**src/hw/rtl/ubd_pkg.sv**
```systemverilog
// shared types, constants and rounding helper for the baud divider calculator
package ubd_pkg;

  localparam int CLK_W    = 28;
  localparam int BAUD_W   = 24;
  localparam int NUM_W    = 33;                 // width of 25 * clock
  localparam int DIV_W    = BAUD_W + 2;         // 4 * baud at most
  localparam int MANT_W   = 12;
  localparam int RES_W    = 7;                  // residue modulo 100
  localparam int FRAC_W   = 4;
  localparam int WORD_W   = 16;
  localparam int LATENCY  = NUM_W + 1;          // division cells plus finish stage

  localparam logic [7:0]  MOD_BASE    = 8'd100;
  localparam logic [10:0] ROUND_HALF  = 11'd50;
  localparam logic [10:0] RECIP_100   = 11'd1311;  // 2^17 / 100, rounded up
  localparam int          RECIP_SHIFT = 17;
  localparam logic [MANT_W-1:0] MANT_MAX = '1;

  typedef struct packed {
    logic              zero;
    logic              by8;
    logic [NUM_W-1:0]  num;
    logic [DIV_W-1:0]  div;
    logic [DIV_W-1:0]  part;
    logic [RES_W-1:0]  res;
    logic [MANT_W-1:0] mant;
    logic              ovf;
  } ubd_data_t;

  // rounded fraction (res * 8 or 16 + 50) / 100, masked to 3 or 4 bits
  function automatic logic [FRAC_W-1:0] frac_round(input logic [RES_W-1:0] res,
                                                   input logic by8);
    logic [10:0] x;
    logic [21:0] p;
    logic [4:0]  q;
    x = by8 ? ({1'b0, res, 3'b000} + ROUND_HALF) : ({res, 4'b0000} + ROUND_HALF);
    p = {11'd0, x} * {11'd0, RECIP_100};
    q = p[RECIP_SHIFT+4:RECIP_SHIFT];
    return by8 ? {1'b0, q[2:0]} : q[3:0];
  endfunction

endpackage

```
**src/hw/rtl/ubd_cell.sv**
```systemverilog
// one restoring division step with running quotient-by-100 tracking
module ubd_cell (
  input  logic               clk,
  input  logic               rst,
  input  logic               in_valid,
  input  ubd_pkg::ubd_data_t in_data,
  output logic               out_valid,
  output ubd_pkg::ubd_data_t out_data
);

  logic [ubd_pkg::DIV_W:0]   trial;
  logic                      qbit;
  logic [ubd_pkg::DIV_W:0]   diff;
  logic [ubd_pkg::RES_W:0]   r2;
  logic                      mbit;
  logic [ubd_pkg::RES_W:0]   r2_sub;
  ubd_pkg::ubd_data_t        data_next;

  always_comb begin
    trial  = {in_data.part, in_data.num[ubd_pkg::NUM_W-1]};
    qbit   = trial >= {1'b0, in_data.div};
    diff   = trial - {1'b0, in_data.div};
    // quotient bit enters a long division by 100
    r2     = {in_data.res, qbit};
    mbit   = r2 >= ubd_pkg::MOD_BASE;
    r2_sub = r2 - ubd_pkg::MOD_BASE;

    data_next      = in_data;
    data_next.num  = {in_data.num[ubd_pkg::NUM_W-2:0], 1'b0};
    data_next.part = qbit ? diff[ubd_pkg::DIV_W-1:0] : trial[ubd_pkg::DIV_W-1:0];
    data_next.res  = mbit ? r2_sub[ubd_pkg::RES_W-1:0] : r2[ubd_pkg::RES_W-1:0];
    data_next.mant = {in_data.mant[ubd_pkg::MANT_W-2:0], mbit};
    data_next.ovf  = in_data.ovf | in_data.mant[ubd_pkg::MANT_W-1];
  end

  always_ff @(posedge clk) begin
    if (rst) begin
      out_valid <= 1'b0;
    end else begin
      out_valid <= in_valid;
    end
  end

  always_ff @(posedge clk) begin
    out_data <= data_next;
  end

endmodule

```
**src/hw/rtl/ubd_finish.sv**
```systemverilog
// fraction rounding, saturation and result register
module ubd_finish (
  input  logic                        clk,
  input  logic                        rst,
  input  logic                        in_valid,
  input  ubd_pkg::ubd_data_t          in_data,
  output logic                        done,
  output logic [ubd_pkg::WORD_W-1:0]  divider_word,
  output logic                        mantissa_saturated,
  output logic                        zero_baud_error
);

  logic [ubd_pkg::FRAC_W-1:0] frac;
  logic [ubd_pkg::MANT_W-1:0] mant;
  logic [ubd_pkg::WORD_W-1:0] word_next;
  logic                       sat_next;

  always_comb begin
    frac      = ubd_pkg::frac_round(in_data.res, in_data.by8);
    mant      = in_data.ovf ? ubd_pkg::MANT_MAX : in_data.mant;
    word_next = in_data.zero ? '0 : {mant, frac};
    sat_next  = in_data.ovf & ~in_data.zero;
  end

  always_ff @(posedge clk) begin
    if (rst) begin
      done <= 1'b0;
    end else begin
      done <= in_valid;
    end
  end

  always_ff @(posedge clk) begin
    divider_word       <= word_next;
    mantissa_saturated <= sat_next;
    zero_baud_error    <= in_data.zero;
  end

endmodule

```
**src/hw/rtl/uart_baud_divider_calc_top.sv**
```systemverilog
// top level of the uart baud divider calculator
//
// a request is transferred at a rising edge with start high and busy low;
// busy is high only while rst is asserted, so one request is taken per cycle
// each request carries clock_hz, baud_rate and oversample_by_8
// the result (divider_word, mantissa_saturated, zero_baud_error) shows for
// exactly one cycle with done high
// the receiver cannot stall: done is a single-cycle strobe
// 25 * clock is divided by 2 * baud (by 8) or 4 * baud (by 16) in a chain
// of 33 cells, one quotient bit per cell, each cell also folding its bit
// into a running division by 100 that yields mantissa and remainder
// a finish stage rounds the remainder into the fraction and clamps the
// mantissa to 12 bits
// each request passes the 33 division cells and then the output
// register; throughput is one request per cycle
// rst clears the valid bits of the chain and done; requests in flight are
// dropped
module uart_baud_divider_calc_top (
  input  logic                        clk,
  input  logic                        rst,
  input  logic                        start,
  output logic                        busy,
  input  logic [ubd_pkg::CLK_W-1:0]   clock_hz,
  input  logic [ubd_pkg::BAUD_W-1:0]  baud_rate,
  input  logic                        oversample_by_8,
  output logic                        done,
  output logic [ubd_pkg::WORD_W-1:0]  divider_word,
  output logic                        mantissa_saturated,
  output logic                        zero_baud_error
);

  localparam int NCELL = ubd_pkg::NUM_W;

  logic               valid [0:NCELL];
  ubd_pkg::ubd_data_t data  [0:NCELL];
  ubd_pkg::ubd_data_t head;
  logic [ubd_pkg::NUM_W-1:0] clk_ext;

  assign busy     = rst;
  assign valid[0] = start & ~busy;
  assign data[0]  = head;

  // 25 * clock as a shift-and-add
  always_comb begin
    clk_ext    = {{(ubd_pkg::NUM_W-ubd_pkg::CLK_W){1'b0}}, clock_hz};
    head.zero  = baud_rate == '0;
    head.by8   = oversample_by_8;
    head.num   = (clk_ext << 4) + (clk_ext << 3) + clk_ext;
    head.div   = oversample_by_8 ? {1'b0, baud_rate, 1'b0} : {baud_rate, 2'b00};
    head.part  = '0;
    head.res   = '0;
    head.mant  = '0;
    head.ovf   = 1'b0;
  end

  // one cell per quotient bit, most significant first
  for (genvar i = 0; i < NCELL; i++) begin : g_cell
    ubd_cell u_cell (
      .clk       (clk),
      .rst       (rst),
      .in_valid  (valid[i]),
      .in_data   (data[i]),
      .out_valid (valid[i+1]),
      .out_data  (data[i+1])
    );
  end

  ubd_finish u_finish (
    .clk                (clk),
    .rst                (rst),
    .in_valid           (valid[NCELL]),
    .in_data            (data[NCELL]),
    .done               (done),
    .divider_word       (divider_word),
    .mantissa_saturated (mantissa_saturated),
    .zero_baud_error    (zero_baud_error)
  );

endmodule

```
**config.mk**
```make
export PLATFORM = sky130hd
export DESIGN_NAME = uart_baud_divider_calc_top
export DESIGN_NICKNAME = d
export VERILOG_FILES = /design/src/hw/rtl/ubd_pkg.sv /design/src/hw/rtl/ubd_cell.sv /design/src/hw/rtl/ubd_finish.sv /design/src/hw/rtl/uart_baud_divider_calc_top.sv
export SDC_FILE = /design/constraint.sdc
export NUM_CORES = 2
export LEC_CHECK = 0
export BUFFER_PORTS_ARGS = -buffer_cell sky130_fd_sc_hd__buf_2
export CAP_MARGIN = 0
export CORE_ASPECT_RATIO = 0.6
export CORE_MARGIN = 1
export CORE_UTILIZATION = 55
export CTS_CLUSTER_SIZE = 28
export DETAILED_ROUTE_END_ITERATION = 10
export PLACE_DENSITY = 0.7
export SLEW_MARGIN = 20
export SYNTH_ARGS = -nofsm -noshare
export SYNTH_HDL_FRONTEND = slang
export SYNTH_SLANG_ARGS = --single-unit
```
**constraint.sdc**
```tcl
create_clock -name clk -period 6.6 [get_ports clk]
set_input_delay 0.99 -clock clk [delete_from_list [all_inputs] [get_ports clk]]
set_output_delay 0.99 -clock clk [all_outputs]
set_load 0.005 [all_outputs]
```
## Word-level counts from Yosys, hierarchy flattened

Index checks and enable logic that the tools add are counted.

| storage, ports and cells | value |
|---|---|
| register bits after elaboration | 2892 |
| bits of input ports | 56 |
| output and inout bits | 20 |
| word-level logic and storage cells | 519 |

| cells by class | value |
|---|---|
| add/subtract/negate cells | 69 |
| $mul | 1 |
| order comparisons | 66 |
| muxes and demuxes | 68 |
| bitwise operators | 24 |
| reductions and logical operators | 2 |

Operators with widths:

| cell | number |
|---|---|
| 27-bit by 26-bit >= comparator with 1-bit output | 32 |
| 26-bit two-way mux | 32 |
| 26-bit subtractor | 31 |
| 8-bit by 7-bit >= comparator with 1-bit output, second input constant | 32 |
| 7-bit two-way mux | 32 |
| 7-bit subtractor, second input constant | 32 |
| 32-bit by 31-bit adder with 33-bit output | 1 |
| 33-bit by 28-bit adder with 33-bit output | 1 |
| 1-bit by 26-bit >= comparator with 1-bit output | 1 |
| 1-bit by 26-bit subtractor with 26-bit output | 1 |
| 24-bit logical NOT | 1 |
| 11-bit by 11-bit multiplier with 21-bit output, second input constant | 1 |
| 1-bit OR | 20 |
| 12-bit two-way mux | 1 |
| 10-bit by 6-bit adder with 11-bit output, second input constant | 1 |
| 11-bit by 6-bit adder with 11-bit output, second input constant | 1 |
| 11-bit two-way mux | 1 |
| 1-bit by 7-bit >= comparator with 1-bit output, second input constant | 1 |
| 1-bit by 7-bit subtractor with 7-bit output, second input constant | 1 |
| 1-bit bitwise AND | 2 |
| 1-bit two-way mux | 2 |
| 1-bit NOT | 2 |
| 2-bit OR reduction | 1 |

## Logic depth before layout (Yosys ltp)

| depth | value |
|---|---|
| depth after elaboration | 5 |
| depth in mapped cells | 28 |
| mapped depth without buffers | 26 |

## By module

From an unflattened synthesis, not the netlist that was laid out.

| second synthesis, totals | value |
|---|---|
| cells, all modules | 13855 |
| area, all modules | 140501.0 um^2 |

By module, submodules not included:

| module | instances | cells an instance | area an instance (um^2) | sequential area each (um^2) |
|---|---|---|---|---|
| ubd_cell at g_cell[12].u_cell ... | 25 | 400 | 4108.9 | 2142.1 |
| ubd_cell at g_cell[0].u_cell ... | 8 | 408 | 4076.4 | 2142.1 |
| ubd_finish | 1 | 295 | 2637.5 | 380.4 |
| uart_baud_divider_calc_top | 1 | 296 | 2528.7 | 0.0 |

## Worst setup path after synthesis

OpenSTA, ideal clock, no wires.

| timing | value |
|---|---|
| path type | reg-to-reg |
| from | register g_cell[32].u_cell.out_data[105] (netlist name) |
| to | register u_finish.divider_word[3] (netlist name) |
| arrival time | 6.130 ns |
| data required time | 6.466 ns |
| setup slack | 0.335 ns |
| cell stages (with the launch flop) | 25 |
| buffers on the path | 2 |
| clock period less this slack | 6.265 ns |
| cells stage by stage | dfxtp_1 clkbuf_1 clkbuf_1 mux2i_1 ha_1 nor2b_1 a31oi_1 ha_1 a21o_1 ha_1 ha_1 inv_1 fa_1 fa_1 inv_1 ha_1 a21o_1 a21oi_1 nor2b_1 o32a_1 a41oi_1 o21bai_1 a21oi_1 xnor2_1 nor3_1 |

| on the way | value |
|---|---|
| cells in the longest elaborated chain, start to end | 2 |
| elaborated cells on any way between the ends | 3 |
| classes of those cells | mul: 1; mux: 1; reduce/logical: 1 |

Ends and longest elaborated chain:

| what | line | source |
|---|---|---|
| start, declared | ubd_cell.sv:8 | `output ubd_pkg::ubd_data_t out_data` |
| start signal, assigned | ubd_cell.sv:45 | `out_data <= data_next;` |
| 11-bit two-way mux | ubd_pkg.sv:37 | `x = by8 ? ({1'b0, res, 3'b000} + ROUND_HALF) : ({res, 4'b0000} + ROUND_HALF);` |
| 11-bit by 11-bit multiplier with 21-bit output | ubd_pkg.sv:38 | `p = {11'd0, x} * {11'd0, RECIP_100};` |
| end signal, assigned | ubd_finish.sv:34 | `divider_word <= word_next;` |
| end, declared | ubd_finish.sv:8 | `output logic [ubd_pkg::WORD_W-1:0] divider_word,` |

Several ways; a longest one is shown, not always the timed one.
A chain may end at the register's enable or synchronous reset.

## Final worst setup path

Same ends and word-level chain as after synthesis.

==> out/summary.json <==
{
  "max-clock-path-buffers": 4,
  "power.sequential.fraction_pct": 33.4,
  "cts_tree": "yes",
  "clock_tree.root_cell": "sky130_fd_sc_hd__clkbuf_16",
  "power.leakage_nw": 57.3,
  "grt_pass1_wl_um": 442000,
  "tightestPinTransition_ps": 1290,
  "die_h_um": 352,
  "antenna_found_initial": 23,
  "cts_hold_repair.buffers": 0,
  "final-hold-violation-count": 0,
  "crit_type": "reg -> reg",
  "postCtsSetupRepairBufs": 0,
  "share_clk_of_total_power_pct": 19.4,
  "worst_setup_hold_path_clk_slew_ps": 70,
  "cells_resized_by_post_cts_repair": 0,
  "register_area_um2": 55300,
  "remaining_overflow_grt": 0,
  "grt_start_max_net_pins": 52,
  "core_area_um2": 203000,
  "design.die.area_um2": 206000,
  "vias_in_the_first_global_route": 75800,
  "crit_path_start_kind": "flop",
  "vdd_drop_max_uv": 787,
  "outcome": "complete, no violations",
  "areaGrowthSynthToFinish_pct": 10.9,
  "finalCriticalPeriod_ps": 6150,
  "ys_seq_elements": 2761,
  "net_switching_power_of_the_design_mw": 31.3,
  "hpwl_um": 227000,
  "p_comb_share_pct": 47.2,
  "multi_input_area_um2": 52100,
  "routability_cong": 0.970,
  "cts.sink_count": 2761,
  "syn_area_per_cell_um2": 9.89,
  "critPathSlowestCell": "sky130_fd_sc_hd__fa_1",
  "synth-edff-count": 0,
  "critical_path_peak_fanout": 7,
  "detailedPlace.worstSlack_ps": 430,
  "clock_skew_ps": 85.5,
  "setup_tns_ps": 0,
  "layout.nets": 12600,
  "portBuffers": 75,
  "powerDensity_nw_per_um2": 625,
  "num_vias": 81200,
  "critPathCaptureType": "flop",
  "gr-usage-all-layers_pct": 27.4,
  "layout-drive-gt1-share_pct": 8.05,
  "drt.antenna.violating_nets": 0,
  "total_instance_count_after_detailed_placement": 14000,
  "wire_per_inst_um": 19.9,
  "start_util_pct": 55.4,
  "max_stage_delay_ps": 560,
  "die_width_um": 586,
  "totalPowerFinal_mw": 78.0,
  "drt-initial-drc-count": 8851,
  "final_setup_margin_ps": 453,
  "dominantRegCellSynth": "sky130_fd_sc_hd__dfxtp_1",
  "intPower_mw": 46.7,
  "holdCritPathClass": "in -> reg",
  "max_freq_ghz": 0.163,
  "insertion_delay_ps": 920,
  "drt_drc_violations_left": 0,
  "synth.distinct_cells": 112,
  "synthArstFlopShare_pct": 0,
  "cts_inserted_buffers": 243,
  "synth_sequential_area_ratio_pct": 49.2,
  "postRouteWirelength_um": 288000,
  "slew_viol_final": 0,
  "slew-limit-headroom_pct": 12.8,
  "synthesis.area_um2": 112000,
  "num_io_pins": 76,
  "layout_worst_path_cycle_share_pct": 93.1,
  "num-fill-cells": 16700,
  "report.final.setup_viol": 0,
  "timing.critical_path.mode_cell": "sky130_fd_sc_hd__ha_1",
  "clock_tree.htree_level_count": 4,
  "worst-endpoint-arrival_ps": 6830,
  "sw_frac_of_total_pct": 40.1,
  "yosys_warnings": 0,
  "drt-vias-per-instance": 5.60,
  "max_cap_viol_count": 0,
  "drt_first_pass_iters": 7,
  "finalNonFillerCells": 14500,
  "syn_inst": 11400,
  "floorplan.rows": 128,
  "rsz0062_at_grt": "false",
  "cp_data_required_time_ps": 7290
}
## routing by layer
| layer | wire, um | track usage [%] | vias to the layer above |
|---|---|---|---|
| li1 | - | - | 39300 |
| met1 | 155000 | 46.9 | 38300 |
| met2 | 89500 | 29.8 | 3254 |
| met3 | 39600 | 11.2 | 327 |
| met4 | 4180 | 4.59 | 4 |
| met5 | 29 | 0 | - |
## cells by family after synthesis
group | count (synthesis) | synth area share (%)
adder cells (fa/ha/maj) | 1030 | 12.0
multiplexers | 278 | 2.74
flip-flops | 2761 | 49.2
XOR/XNOR | 694 | 5.41
AND/OR/NAND/NOR | 2447 | 10.6
other | 1 | 0.00334
AO/OA/AOI/OAI | 2762 | 15.4
buffers and inverters | 1390 | 4.73
## flip-flops by register name, indices dropped and copies added (netlist names)
| name | cells |
|---|---|
| g_cell.u_cell.out_data | 2709 |
| g_cell.u_cell.out_valid | 33 |
| u_finish.divider_word | 16 |
| u_finish.done | 1 |
| u_finish.mantissa_saturated | 1 |
| u_finish.zero_baud_error | 1 |
## layout by cell type, fill, tap and decap left out, drive strengths merged, types with 150 or more instances in the layout
master and count:
a21o 390, a21oi 918, clkbuf 309, dfxtp 2761, ha 957, inv 1199, mux2 236, nand2 665
nand2b 150, nor2 691, nor2b 161, o21ai 655, xnor2 450, xor2 244
## per-stage QoR
stage | area (um^2) | util, % | hold slack [ps]
2_1_floorplan | 112000 | - | 310
5_1_grt | 125000 | 61.4 | 195
3_5_place_dp | 116000 | 57.2 | 312
6_report | 125000 | 61.4 | 244
3_3_place_gp | 116000 | 57.2 | 310
4_1_cts | 125000 | 61.4 | 179
## cells in the mapped netlist (29+ instances only)
cell                       count  share of area [%]
sky130_fd_sc_hd__nor4_1       47               0.26
sky130_fd_sc_hd__and3_1       59               0.33
sky130_fd_sc_hd__mux2_2      233                2.3
sky130_fd_sc_hd__clkbuf_1    130               0.43
sky130_fd_sc_hd__nand3_1     138               0.61
sky130_fd_sc_hd__ha_1        957                 11
sky130_fd_sc_hd__nor2b_1     159               0.88
sky130_fd_sc_hd__or2_2        51               0.28
sky130_fd_sc_hd__xor2_1      244                1.9
sky130_fd_sc_hd__inv_1      1189                4.0
sky130_fd_sc_hd__o31ai_1      51               0.34
sky130_fd_sc_hd__a21o_1      390                2.6
sky130_fd_sc_hd__a21boi_0     35               0.23
sky130_fd_sc_hd__mux2i_1      42               0.37
sky130_fd_sc_hd__nand2b_1    150               0.83
sky130_fd_sc_hd__o31a_1       30               0.23
sky130_fd_sc_hd__a211oi_1     63               0.42
sky130_fd_sc_hd__nor2_1      690                2.3
sky130_fd_sc_hd__xnor2_1     450                3.5
sky130_fd_sc_hd__or3_1        66               0.37
sky130_fd_sc_hd__buf_2        49               0.22
sky130_fd_sc_hd__o21a_1      121               0.81
sky130_fd_sc_hd__and2_1       38               0.21
sky130_fd_sc_hd__nand3b_1     29               0.19
sky130_fd_sc_hd__nand2_1     665                2.2
sky130_fd_sc_hd__dfxtp_1    2761                 49
sky130_fd_sc_hd__nand4_1     106               0.59
sky130_fd_sc_hd__o21ai_0     633                2.8
sky130_fd_sc_hd__a21oi_1     914                4.1
sky130_fd_sc_hd__o21bai_1     91               0.61
sky130_fd_sc_hd__a211o_1      30               0.23
sky130_fd_sc_hd__fa_1         73                1.3
sky130_fd_sc_hd__a31oi_1     113               0.63
sky130_fd_sc_hd__o211ai_1     31               0.21
sky130_fd_sc_hd__nor3_1      137               0.61
## worst max-delay path, delay by kind of cell (launching register included)
kind | cells | cell delay, ps
muxes | 1 | 160
adders and majority gates | 7 | 2460
buffers and inverters | 3 | 220
AOI/OAI and AO/OA | 8 | 1530
and+or+nand+nor | 6 | 1010
xor gates and xnor gates | 1 | 140
DFF | 1 | 470
## worst paths after layout
check                                                startpoint  slack, ps                       endpoint  cells past startpoint
worst max-delay path            g_cell[32].u_cell.out_data[105]        450       u_finish.divider_word[3]                     26
worst min-delay path                                clock_hz[2]        240  g_cell[0].u_cell.out_data[75]                      1
worst max register to register  g_cell[32].u_cell.out_data[105]        450       u_finish.divider_word[3]                     26
worst min register to register    g_cell[4].u_cell.out_data[93]        310  g_cell[5].u_cell.out_data[94]                      0
## cell type report
cell class	instances	area share [%]
sequential	2761	44.3
multi-input combinational	7223	41.8
clock buffer	309	5.44
inverter	1192	3.59
tap	2730	2.74
clock inverter	136	1.44
timing repair buffer	139	0.696
antenna	3	0.00602
## power by group through the flow
stage / clock, mW / combinational [mW] / sequential [mW]
6_report: 15.2 / 36.8 / 26.0
5_1_grt: 16.2 / 40.6 / 26.6
4_1_cts: 15.4 / 35.8 / 25.9
3_5_place_dp: 0 / 35.3 / 26.2
3_3_place_gp: 0 / 34.7 / 26.1
2_1_floorplan: 0 / 26.8 / 24.7
Power figures use the tool's default switching activity.
